$ cat src/rtl/core/ttb_queue.sv
module ttb_queue #(
    parameter int WIDTH = 170
) (
    input  logic             aclk,
    input  logic             aresetn,
    input  logic             in_valid,
    output logic             in_ready,
    input  logic [WIDTH-1:0] in_data,
    output logic             out_valid,
    input  logic             out_ready,
    output logic [WIDTH-1:0] out_data
);

    localparam int DEPTH = 2;

    logic [WIDTH-1:0] mem_reg [DEPTH];
    logic wr_ptr_reg, wr_ptr_next;
    logic rd_ptr_reg, rd_ptr_next;
    logic [1:0] count_reg, count_next;
    logic push;
    logic pop;

    assign in_ready = count_reg != 2'(DEPTH);
    assign out_valid = count_reg != 2'd0;
    assign out_data = mem_reg[rd_ptr_reg];
    assign push = in_valid && in_ready;
    assign pop = out_valid && out_ready;

    always_comb begin
        wr_ptr_next = push ? !wr_ptr_reg : wr_ptr_reg;
        rd_ptr_next = pop ? !rd_ptr_reg : rd_ptr_reg;
        count_next = count_reg + 2'(push) - 2'(pop);
    end

    always_ff @(posedge aclk) begin
        if (!aresetn) begin
            wr_ptr_reg <= 1'b0;
            rd_ptr_reg <= 1'b0;
            count_reg <= 2'd0;
        end else begin
            wr_ptr_reg <= wr_ptr_next;
            rd_ptr_reg <= rd_ptr_next;
            count_reg <= count_next;
        end
    end

    always_ff @(posedge aclk) begin
        if (push) begin
            mem_reg[wr_ptr_reg] <= in_data;
        end
    end

endmodule

$ cat config.mk
export PLATFORM = sky130hd
export DESIGN_NAME = ttb_queue
export DESIGN_NICKNAME = d
export VERILOG_FILES = /design/src/rtl/core/ttb_queue.sv
export SDC_FILE = /design/constraint.sdc
export NUM_CORES = 1
export LEC_CHECK = 0
export BUFFER_PORTS_ARGS = -buffer_cell sky130_fd_sc_hd__buf_4
export CORE_MARGIN = 4
export CORE_UTILIZATION = 50
export CTS_CLUSTER_SIZE = 10
export DETAILED_ROUTE_END_ITERATION = 12
export GPL_TIMING_DRIVEN = 0
export HOLD_SLACK_MARGIN = 0.15
export PLACE_DENSITY = 0.76
export SETUP_SLACK_MARGIN = 0.15
export SLEW_MARGIN = 0
export SYNTH_ARGS = -nofsm -noshare
export SYNTH_HDL_FRONTEND = slang
export SYNTH_SLANG_ARGS = --single-unit
$ cat constraint.sdc
create_clock -name aclk -period 13.9 [get_ports aclk]
set_input_delay 0.695 -clock aclk [delete_from_list [all_inputs] [get_ports aclk]]
set_output_delay 0.695 -clock aclk [all_outputs]
set_load 0.005 [all_outputs]
Word-level counts from Yosys, hierarchy flattened. Memories as Yosys holds them, arrays and structs flattened. A register that Yosys moved wholly into a read port is not among the register bits. Index checks and enable logic that the tools add are counted.

Register bits after elaboration: 4. Bits in latches: 0. RAM bits: 340. Memory bits (read-only): 0. Memories: 1.

$add $sub $neg: 2. Multiply operators: 0. Divide/modulo/power cells: 0. Magnitude comparators: 0. Eq/ne operators: 1. Shifts and indexed selects: 0. Mux-type cells: 4. Bitwise operators: 0. Reductions and logical operators: 5.

Memories: mem_reg (depth 2, bits a word 170, read ports 1, clocked after memory_dff 1, write ports 1, RTL line 16) `logic [WIDTH-1:0] mem_reg [DEPTH];`.

Operators with widths (count): two-way mux 1 bit (4); adder 2 x 1 -> 2 bit (1); logical AND 1 bit (2); zero test 1 bit (2); inequality test 2 bit (second input constant) (1); nonzero test 2 bit (1); subtractor 2 x 1 -> 2 bit (1).

Depth between registers and ports, before layout. Gate-level depths: netlist of run 1.

Word-level depth: 4. Gate-level depth with buffers: 6. Mapped depth without buffers: 6.

Worst setup path before layout of run 1. No wires, ideal clock.

Path type: input-to-reg. From: input port in_valid. To: memory mem_reg[1][0] (enable). Setup time: 0.552 ns. Data arrival time: 4.638 ns. Path slack: 8.710 ns. Stages on the path: 1. Cell sequence: and3_1.

Longest elaborated chain between the ends: 3.

Ends and longest elaborated chain: start, declared (RTL line 6) `input logic in_valid,`; logical AND 1 bit (RTL line 26) `assign push = in_valid && in_ready;`; two-way mux 1 bit (RTL line 48) `if (push) begin`; two-way mux 1 bit (not written as such) (RTL line 49) `mem_reg[wr_ptr_reg] <= in_data;`; end, declared (RTL line 16).

No other way between the ends.

==> results of run 1 <==
==> per-layer routing <==
layer	share of wire, %	up-vias
met5	0	-
met4	2.8	0
met3	9.3	49
met2	51	290
met1	37	3201
li1	-	2998
==> worst max path at each step <==
stage / slack [ps] / to / startpoint
2_1_floorplan: 8710 / mem_reg[1][0] / in_valid
6_report: 11380 / out_data[108] / flop
5_1_grt: 11270 / out_data[129] / flop
4_1_cts: 11300 / out_data[149] / flop
3_3_place_gp: 6380 / mem_reg[1][121] / in_valid
3_5_place_dp: 11220 / mem_reg[1][122] / in_valid
==> where the power goes <==
group	leakage (nW)	internal [mW]	switching (mW)	total, mW
registers	3.22	1.26	0.0245	1.29
logic	2.85	0.377	0.266	0.643
clock network	0.520	0.526	0.350	0.876
total	6.59	2.17	0.640	2.81
==> cells by family (layout without fill, tap and decap cells) <==
| family | Yosys count | after routing | synth area share [%] |
|---|---|---|---|
| XOR/XNOR | 1 | 1 | 0.0677 |
| flip-flops | 345 | 345 | 79.7 |
| AO/OA/AOI/OAI | 6 | 6 | 0.339 |
| other | 0 | 1 | 0 |
| multiplexers | 170 | 170 | 17.7 |
| buffers and inverters | 21 | 420 | 1.37 |
| AND/OR/NAND/NOR | 15 | 15 | 0.677 |
| adder cells (fa/ha/maj) | 1 | 1 | 0.0968 |
==> worst register-to-register path, delay by kind of cell (launching register included) <==
kind	cells	cell delay, ps
buffers and inverters	2	720
DFF	1	410
and+or+nand+nor	2	940
==> cell usage after synthesis (all sizes together) <==
cell	instances	area, um2
edfxtp	340	10200
mux2	170	2290
buf	19	170
dfxtp	5	100
nor2	4	15.0
and3	2	12.5
inv	2	7.51
o21ai	2	10.0
a21bo	1	10.0
a21oi	1	5.00
and2	1	6.26
and2b	1	7.51
ha	1	12.5
nand2b	1	6.26
nand3	1	5.00
nand3b	1	7.51
nor3	1	5.00
nor4	1	6.26
nor4bb	1	10.0
o21ba	1	10.0
o31a	1	8.76
or2	1	6.26
xor2	1	8.76
==> final cells by class <==
type / instances / area, um2 / area share [%]
multi-input combinational: 193 / 2450 / 14.3
clock buffer: 50 / 1060 / 6.20
antenna: 1 / 2.50 / 0.0146
clock inverter: 1 / 5.00 / 0.0293
tap: 330 / 413 / 2.42
sequential: 345 / 10300 / 60.3
timing repair buffer: 348 / 2670 / 15.6
buffer: 19 / 170 / 0.995
inverter: 2 / 15.0 / 0.0878
==> per-stage QoR <==
step / setup WS (ps) / cell area [um2] / power [mW] / hold slack (ps)
3_5_place_dp: 11220 / 16000 / 1.96 / 495
4_1_cts: 11300 / 17100 / 2.85 / 351
5_1_grt: 11270 / 17100 / 2.93 / 351
6_report: 11380 / 17100 / 2.81 / 378
2_1_floorplan: 8710 / 12900 / 1.66 / 472
3_3_place_gp: 6380 / 15900 / 1.97 / 489
==> out/metrics.csv, run 1 <==
stage;metric;value;unit
cells_and_area;most frequent cells in the layout;buf_4 (345), edfxtp_1 (340), mux2_4 (100);
status;status;complete, no violations;
timing;total of endpoints with negative setup slack in the final report;0;
floorplanning;ports placed on the boundary;346;
floorplanning;height of the die;169;um
global_route;vias in the first global route;6921;
timing;actual transition at the worst max-transition pin;837;ps
setup_path;largest fanout on the critical path;10;
global_route;global route overflow;0;
setup_path;Crit. path cell count;5;
clock_tree;Root Buffer;clkbuf_16;
setup_path;standard cell with the maximum stage delay on the critical path;dfxtp_1;
clock_tree;cells resized by post-CTS repair;0;
logic_synthesis;number of cells produced by synthesis;559;
floorplanning;Chip Width;169;um
drt;number of nets with antenna violations after detailed routing;0;
cells_and_area;Layout Cells excl Fill;1289;
clock_tree;source-to-sink clock delay at the later pin of the worst-skew pair;500;ps
clock_tree;number of levels the H-tree was split into;2;
clock_tree;post-CTS repair timing setup buffer count;0;
drt;via-per-instance ratio;5.07;
setup_path;delay contributed by the slowest stage of the critical path;320;ps
hold_path;destination of the worst hold path;mem_reg[1][49];
global_route;wire length of the first global-routing pass;38500;um
drt;number of vias in the routed layout;6538;
drt;initial DRC count;454;
timing;min Tclk post-route;2520;ps
clock_tree;# hold bufs at CTS;0;
logic_synthesis;register bit total from synthesis;345;
cells_and_area;fill cell total of the finished layout;1695;
floorplanning;area enclosed by the die boundary;28500;um2
logic_synthesis;Mean Syn Cell Area;23.1;um2
floorplanning;initial core utilization;51.1;%
floorplanning;standard-cell row count;58;
global_route;global-route layer with the greatest usage;met2;
drt;DRC Markers;0;
setup_path;Required @ worst endpoint;13200;ps
setup_path;critical path type;reg -> out;
clock_tree;clock edge transition at the registers on the reported setup and hold paths;50;ps
drt;DR pass1 iterations;4;
timing;maximum frequency from static timing analysis;0.397;GHz
setup_path;type of element capturing the critical path;output pin;
setup_path;Data arrival, critical path;1830;ps
timing;clk_skew;5.86;ps
timing;Hold Fails Final Rpt;0;
flow_run;Max-Cap Viols;0;
floorplanning;floorplan core area;25300;um2
hold_path;worst hold path stage count;1;
timing;Final Slew Violations;0;
global_route;met2 track utilization from global routing;30.8;%
setup_path;Worst R2R Setup Slack;11450;ps
place;DP HPWL;18200;um
hold_path;Hold Startpoint;in_data[49];
global_route;largest net degree at the start of global routing;115;
setup_path;Reg2Reg Depth;4;
pwr;leakage power;6.59;nW
setup_path;startpoint class of the critical path;flop;
setup_path;R2R Path Start;count_reg[0];
clock_tree;Inserted Clock Buffers;40;
place;number of port buffers;345;
clock_tree;maximum root-to-sink buffer count;3;
logic_synthesis;sequential cell area fraction in the yosys report;79.7;%
timing;setup repair after global routing missed its margin;no;
drt;final routed wirelength across all metal layers;26400;um
cells_and_area;final core area utilization;67.5;%
setup_path;cell-by-cell trace of the critical path;buf_6 > buf_6 > buf_6 > mux2_4 > buf_4;
hold_path;type of the tightest min-delay check;in -> reg;
global_route;number of antenna violations at the first check in global routing;1;
cells_and_area;most frequent standard cell in the layout excluding fill and tap cells;buf_4;
logic_synthesis;Mapped Nets;734;
logic_synthesis;summed instance area of the synthesized netlist;12900;um2
global_route;met3 Resource Use GR;6.14;%
clock_tree;count of clock tree sinks;345;
pwr;worst-case vdd ir drop;0.112;mV
drt;DR WL/cell;20.5;um
place;Placer Congestion;0.733;
timing;setup TNS;0;ps
cells_and_area;nets;1124;
timing;tightest slew margin relative to the limit;44.2;%
logic_synthesis;Unique masters post-synth;25;
timing;post-route fraction of the period consumed by the critical path;18.1;%
global_route;overall routing resource usage;17.6;%
setup_path;Critical R2R Capture;mem_reg[1][85];
pwr;PwrDens;164;nW/um2
setup_path;combined buffer and inverter count along the critical path;4;
global_route;met1 Use GR;20.3;%
clock_tree;CTS tree;built;
cells_and_area;Area growth, synth to finish;32.2;%
cells_and_area;Largest register FFs;340;
setup_path;most common cell type on the critical path;buf_6;
place;dpl cells;1237;
setup_path;family of cells with the greatest summed delay on the critical path;buffers and inverters;
logic_synthesis;number of synthesis warnings;0;
cells_and_area;share of cells above drive strength 1;61.0;%
(Power assumes the default switching activity.)
==> inputs of run 2 (changes only) <==
- clock period: 13.9 -> 2.4 ns (I/O delays scaled with it)
==> out/metrics.csv, run 2 (same netlist as run 1, synthesis figures left out) <==
stage;metric;value;unit;change
setup_path;cell-by-cell trace of the critical path;nand2b_4 > nand3b_1 > clkinvlp_4 > buf_12 > buf_12;;was buf_6 > buf_6 > buf_6 > mux2_4 > buf_4
cells_and_area;area of all sequential standard cells;10300;um2;about the same
clock_tree;CTS tree;built;;unchanged
clock_tree;maximum root-to-sink buffer count;3;;unchanged
cells_and_area;area of combinational cells with multiple inputs;2450;um2;about the same
cells_and_area;Area growth, synth to finish;46.9;%;was 32.2%
setup_path;family of cells with the greatest summed delay on the critical path;buffers and inverters;;unchanged
timing;total of endpoints with negative setup slack in the final report;0;;unchanged
drt;final routed wirelength across all metal layers;31300;um;was 26,400 um
setup_path;Reg2Reg Depth;5;;was 4
place;worst slack after detailed placement;65.0;ps;was 11,220 ps
setup_path;delay contributed by the slowest stage of the critical path;510;ps;was 320 ps
clock_tree;count of clock tree sinks;345;;unchanged
pwr;worst-case vdd ir drop;0.587;mV;was 0.112 mV
pwr;clock network power share;31.8;%;was 31.2%
pwr;Gate power share;24.2;%;was 22.9%
setup_path;worst setup path startpoint;count_reg[0];;
drt;initial DRC count;524;;was 454
clock_tree;number of levels the H-tree was split into;2;;unchanged
clock_tree;source-to-sink clock delay at the later pin of the worst-skew pair;510;ps;was 500 ps
setup_path;Required @ worst endpoint;2640;ps;was 13,200 ps
global_route;wire length of the first global-routing pass;46400;um;was 38,500 um
timing;worst slack on hold paths;337;ps;was 378 ps
place;dpl cells;1240;;was 1,237
hold_path;Hold Startpoint;in_data[36];;was in_data[49]
pwr;proportion of power drawn by flip-flops and latches;44.0;%;was 45.9%
drt;number of nets with antenna violations after detailed routing;0;;unchanged
pwr;Switching Power;4.03;mW;was 0.640 mW
floorplanning;height of the die;169;um;unchanged
timing;maximum frequency from static timing analysis;0.466;GHz;
setup_path;combined buffer and inverter count along the critical path;3;;was 4
global_route;largest net degree at the start of global routing;66;;was 115
cells_and_area;most frequent cells in the layout;buf_4 (345), edfxtp_1 (340), dlygate4sd3_1 (174);;was buf_4 (345), edfxtp_1 (340), mux2_4 (100)
timing;setup repair after global routing missed its margin;no;;unchanged
global_route;vias in the first global route;8256;;was 6,921
drt;number of vias in the routed layout;7496;;was 6,538
setup_path;largest fanout on the critical path;41;;was 10
setup_path;R2R Path Start;count_reg[0];;unchanged
floorplanning;floorplan core area;25300;um2;unchanged
setup_path;Critical R2R Capture;mem_reg[0][91];;was mem_reg[1][85]
global_route;overall routing resource usage;21.2;%;was 17.6%
clock_tree;cells resized by post-CTS repair;0;;unchanged
clock_tree;Inserted Clock Buffers;41;;was 40
timing;Final Slew Violations;0;;unchanged
timing;setup slack of the critical path after layout;256;ps;was 11,380 ps
timing;clk_skew;14.5;ps;was 5.86 ps
place;number of port buffers;345;;unchanged
timing;post-route fraction of the period consumed by the critical path;89.4;%;
floorplanning;initial core utilization;51.1;%;unchanged
setup_path;standard cell with the maximum stage delay on the critical path;clkinvlp_4;;was dfxtp_1
floorplanning;ports placed on the boundary;346;;unchanged
setup_path;Crit. path cell count;5;;unchanged
cells_and_area;Layout Cells excl Fill;1474;;was 1,289
cells_and_area;fill cell total of the finished layout;1380;;was 1,695
cells_and_area;Largest register FFs;340;;unchanged
drt;DRC Markers;0;;unchanged
timing;tightest slew margin relative to the limit;44.6;%;was 44.2%
floorplanning;area enclosed by the die boundary;28500;um2;unchanged
pwr;leakage power;7.38;nW;was 6.59 nW
floorplanning;Chip Width;169;um;unchanged
setup_path;critical path type;reg -> reg;;was reg -> out
pwr;cell internal pwr;13.0;mW;was 2.17 mW
timing;Hold Fails Final Rpt;0;;unchanged
clock_tree;clock edge transition at the registers on the reported setup and hold paths;60;ps;was 50 ps
global_route;global route overflow;0;;unchanged
pwr;share of total power consumed by net switching;23.7;%;was 22.8%
timing;min Tclk post-route;2140;ps;
setup_path;Worst R2R Setup Slack;260;ps;was 11,450 ps
timing;actual transition at the worst max-transition pin;827;ps;was 837 ps
setup_path;end point of the critical path;mem_reg[0][91];;was out_data[108]
setup_path;Data arrival, critical path;2380;ps;was 1830 ps
drt;DR WL/cell;21.2;um;was 20.5 um
global_route;number of antenna violations at the first check in global routing;4;;was 1
place;Placer Congestion;0.760;;was 0.733
cells_and_area;nets;1303;;was 1,124
cells_and_area;most frequent standard cell in the layout excluding fill and tap cells;buf_4;;unchanged
drt;via-per-instance ratio;5.09;;was 5.07
pwr;PwrDens;897;nW/um2;was 164 nW/um2
floorplanning;standard-cell row count;58;;unchanged
flow_run;Max-Cap Viols;0;;unchanged
cells_and_area;share of cells above drive strength 1;52.4;%;was 61.0%
setup_path;startpoint class of the critical path;flop;;unchanged
drt;DR pass1 iterations;5;;was 4
setup_path;most common cell type on the critical path;buf_12;;was buf_6
setup_path;type of element capturing the critical path;flop;;was output pin
clock_tree;Root Buffer;clkbuf_16;;unchanged
hold_path;type of the tightest min-delay check;in -> reg;;unchanged
status;status;complete, no violations;;unchanged
place;DP HPWL;19000;um;was 18,200 um
## run 2: worst min-delay path by stage
stage                       to  slack (ps)  cells past startpoint
4_1_cts         mem_reg[0][36]         310                      2
5_1_grt        mem_reg[0][147]         330                      2
3_3_place_gp    mem_reg[0][72]         300                      1
6_report        mem_reg[0][36]         340                      2
2_1_floorplan    mem_reg[0][0]         220                      0
3_5_place_dp    mem_reg[1][29]         310                      1
## run 2: layout make-up
type                            count  share of cell area, %
Buffer                             19                  0.896
Timing Repair inverter              1                 0.0263
Timing Repair Buffer              525                   23.5
Multi-Input combinational cell    193                   12.9
Clock inverter                      3                  0.119
Antenna cell                        4                 0.0527
Sequential cell                   345                   54.3
Inverter                            2                 0.0593
Tap cell                          330                   2.17
Clock buffer                       52                   5.95
## run 2: what timing repair did
item | 4_1_cts | 5_1_grt
hold buffers | 174 | 0
endpoints found under the hold margin | 345 | 0
setup buffers | 0 | 0
endpoints found under the setup margin | 71 | 0
## run 2: power by group through the flow
stage / registers (mW) / logic, mW / clock network [mW]
after CTS: 7.48 / 4.13 / 5.49
after global placement: 7.65 / 3.73 / 0
after global routing: 7.53 / 4.37 / 5.78
final: 7.49 / 4.13 / 5.42
after floorplan: 7.60 / 1.98 / 0
after detailed placement: 7.59 / 3.85 / 0
## run 2: metal layers
layer	global-route usage [%]	vias to the layer above	share of wire, %
met5	0	-	0
met4	7.97	0	3.3
met3	6.40	70	8.2
met2	37.9	326	52
met1	23.9	3745	36
li1	-	3355	-
## run 2: worst register-to-register path: cells and delay by family (launching register included)
family        cells  cell delay (ps)
buf+inv           3             1090
simple gates      2              400
flops             1              350
## run 2: stage by stage
stage / area [um2] / total power, mW / utilization (%) / TNS [ps]
6_report: 19000 / 17.0 / 75.0 / 0
5_1_grt: 19000 / 17.7 / 75.0 / 0
4_1_cts: 19000 / 17.1 / 75.0 / 0
3_5_place_dp: 16100 / 11.4 / 63.5 / 0
3_3_place_gp: 15900 / 11.4 / 63.0 / -750660
2_1_floorplan: 12900 / 9.58 / - / -303100
==> inputs of run 3 (changes only) <==
- CORE_UTILIZATION: 50 -> 52
- PLACE_DENSITY: 0.76 -> 0.75
==> out/metrics.csv, run 3 (same netlist as run 1, synthesis figures left out) <==
stage;metric;value;unit;change
clock_tree;Root Buffer;clkbuf_16;;unchanged
place;dpl cells;1235;;was 1,240
place;number of port buffers;345;;unchanged
global_route;largest net degree at the start of global routing;63;;was 66
clock_tree;source-to-sink clock delay at the later pin of the worst-skew pair;510;ps;about the same
floorplanning;initial core utilization;53.0;%;was 51.1%
timing;tightest slew margin relative to the limit;43.6;%;was 44.6%
global_route;global route overflow;0;;unchanged
clock_tree;number of levels the H-tree was split into;2;;unchanged
floorplanning;ports placed on the boundary;346;;unchanged
global_route;number of antenna violations at the first check in global routing;2;;was 4
timing;post-route fraction of the period consumed by the critical path;85.6;%;was 89.4%
cells_and_area;most frequent standard cell in the layout excluding fill and tap cells;buf_4;;unchanged
timing;worst slack on hold paths;338;ps;was 337 ps
clock_tree;count of clock tree sinks;345;;unchanged
floorplanning;height of the die;166;um;was 169 um
clock_tree;clock edge transition at the registers on the reported setup and hold paths;50;ps;was 60 ps
global_route;wire length of the first global-routing pass;48700;um;was 46,400 um
cells_and_area;most frequent cells in the layout;buf_4 (346), edfxtp_1 (340), dlygate4sd3_1 (173);;was buf_4 (345), edfxtp_1 (340), dlygate4sd3_1 (174)
setup_path;type of element capturing the critical path;flop;;unchanged
drt;number of nets with antenna violations after detailed routing;0;;unchanged
floorplanning;standard-cell row count;57;;was 58
setup_path;critical path type;reg -> reg;;unchanged
place;DP HPWL;18700;um;was 19,000 um
cells_and_area;Layout Cells excl Fill;1464;;was 1,474
setup_path;largest fanout on the critical path;62;;was 41
cells_and_area;Area growth, synth to finish;46.4;%;was 46.9%
clock_tree;Inserted Clock Buffers;40;;was 41
place;Placer Congestion;0.735;;was 0.760
drt;initial DRC count;573;;was 524
drt;via-per-instance ratio;5.12;;was 5.09
timing;Hold Fails Final Rpt;0;;unchanged
setup_path;family of cells with the greatest summed delay on the critical path;simple AND/OR/NAND/NOR gates;;was buffers and inverters
timing;clk_skew;10.6;ps;was 14.5 ps
drt;final routed wirelength across all metal layers;31700;um;was 31,300 um
floorplanning;floorplan core area;24400;um2;was 25,300 um2
timing;maximum frequency from static timing analysis;0.487;GHz;was 0.466 GHz
drt;number of vias in the routed layout;7493;;was 7,496
setup_path;combined buffer and inverter count along the critical path;1;;was 3
global_route;vias in the first global route;8390;;was 8,256
timing;min Tclk post-route;2050;ps;was 2140 ps
pwr;leakage power;7.35;nW;was 7.38 nW
floorplanning;area enclosed by the die boundary;27500;um2;was 28,500 um2
cells_and_area;final core area utilization;77.6;%;was 75.0%
cells_and_area;share of cells above drive strength 1;52.2;%;was 52.4%
cells_and_area;Largest register FFs;340;;unchanged
floorplanning;Chip Width;166;um;was 169 um
setup_path;cell-by-cell trace of the critical path;nand2b_4 > and3_4 > buf_16;;was nand2b_4 > nand3b_1 > clkinvlp_4 > buf_12 > buf_12
pwr;PwrDens;891;nW/um2;was 897 nW/um2
timing;actual transition at the worst max-transition pin;846;ps;was 827 ps
clock_tree;maximum root-to-sink buffer count;3;;unchanged
pwr;worst-case vdd ir drop;0.623;mV;was 0.587 mV
drt;DR WL/cell;21.6;um;was 21.2 um
pwr;total power;16.9;mW;was 17.0 mW
clock_tree;CTS tree;built;;unchanged
timing;Final Slew Violations;0;;unchanged
setup_path;delay contributed by the slowest stage of the critical path;750;ps;was 510 ps
setup_path;standard cell with the maximum stage delay on the critical path;and3_4;;was clkinvlp_4
flow_run;Max-Cap Viols;0;;unchanged
status;status;complete, no violations;;unchanged
cells_and_area;nets;1303;;unchanged
timing;setup repair after global routing missed its margin;no;;unchanged
drt;DR pass1 iterations;4;;was 5
drt;DRC Markers;0;;unchanged
global_route;overall routing resource usage;22.7;%;was 21.2%
setup_path;Required @ worst endpoint;2570;ps;was 2640 ps
timing;total of endpoints with negative setup slack in the final report;0;;unchanged
hold_path;type of the tightest min-delay check;in -> reg;;unchanged
setup_path;Data arrival, critical path;2220;ps;was 2380 ps
setup_path;startpoint class of the critical path;flop;;unchanged
run 3: metrics by stage:
stage / area [um2] / setup TNS (ps) / worst slack, ps
after detailed placement: 16100 / 0 / 70.6
after global routing: 18900 / 0 / 211
after floorplan: 12900 / -303100 / -1140
after CTS: 18900 / 0 / 167
final: 18900 / 0 / 346
after global placement: 15900 / -762150 / -2710
run 3: path summary, 6_finish.rpt:
path              slack (ps)             end  cells after the start    startpoint
setup / recovery         350  mem_reg[1][72]                      3  count_reg[0]
hold reg to reg          500            flop                      2    rd_ptr_reg
hold / removal           340  mem_reg[1][54]                      2   in_data[54]
setup reg to reg         350  mem_reg[1][72]                      3  count_reg[0]
run 3: layout make-up:
class	instances	area, um2
fill	1304	5460
tap	324	405
sequential	345	10300
timing repair inverter	1	5.00
antenna	1	2.50
clock inverter	4	25.0
clock buffer	49	1060
multi-input combinational	193	2450
buffer	19	170
timing repair buffer	526	4480
inverter	2	11.3
run 3: worst register-to-register path, cell delays in order (launching register included):
cell and delay, ps:
dfxtp_2 380, nand2b_4 160, and3_4 750, buf_16 360
run 3: per-layer routing:
metal,track usage (%),part of all wire (%),routed length [um]
met5,0,0.022,7
met4,8.07,3.2,1020
met3,8.03,9.6,3030
met2,39.3,52,16300
met1,26.1,36,11300
run 3: repair_timing:
action,CTS,global route
buffers inserted,0,1
setup endpoints to repair,29,29
gates resized for setup,0,0
hold buffers,173,0
gates cloned,1,0
endpoints found under the hold margin,345,0
run 3: report_power, final:
group | switching [mW] | total, mW | internal [mW]
clock network | 2.17 | 5.23 | 3.06
logic | 1.73 | 4.16 | 2.43
registers | 0.164 | 7.49 | 7.32
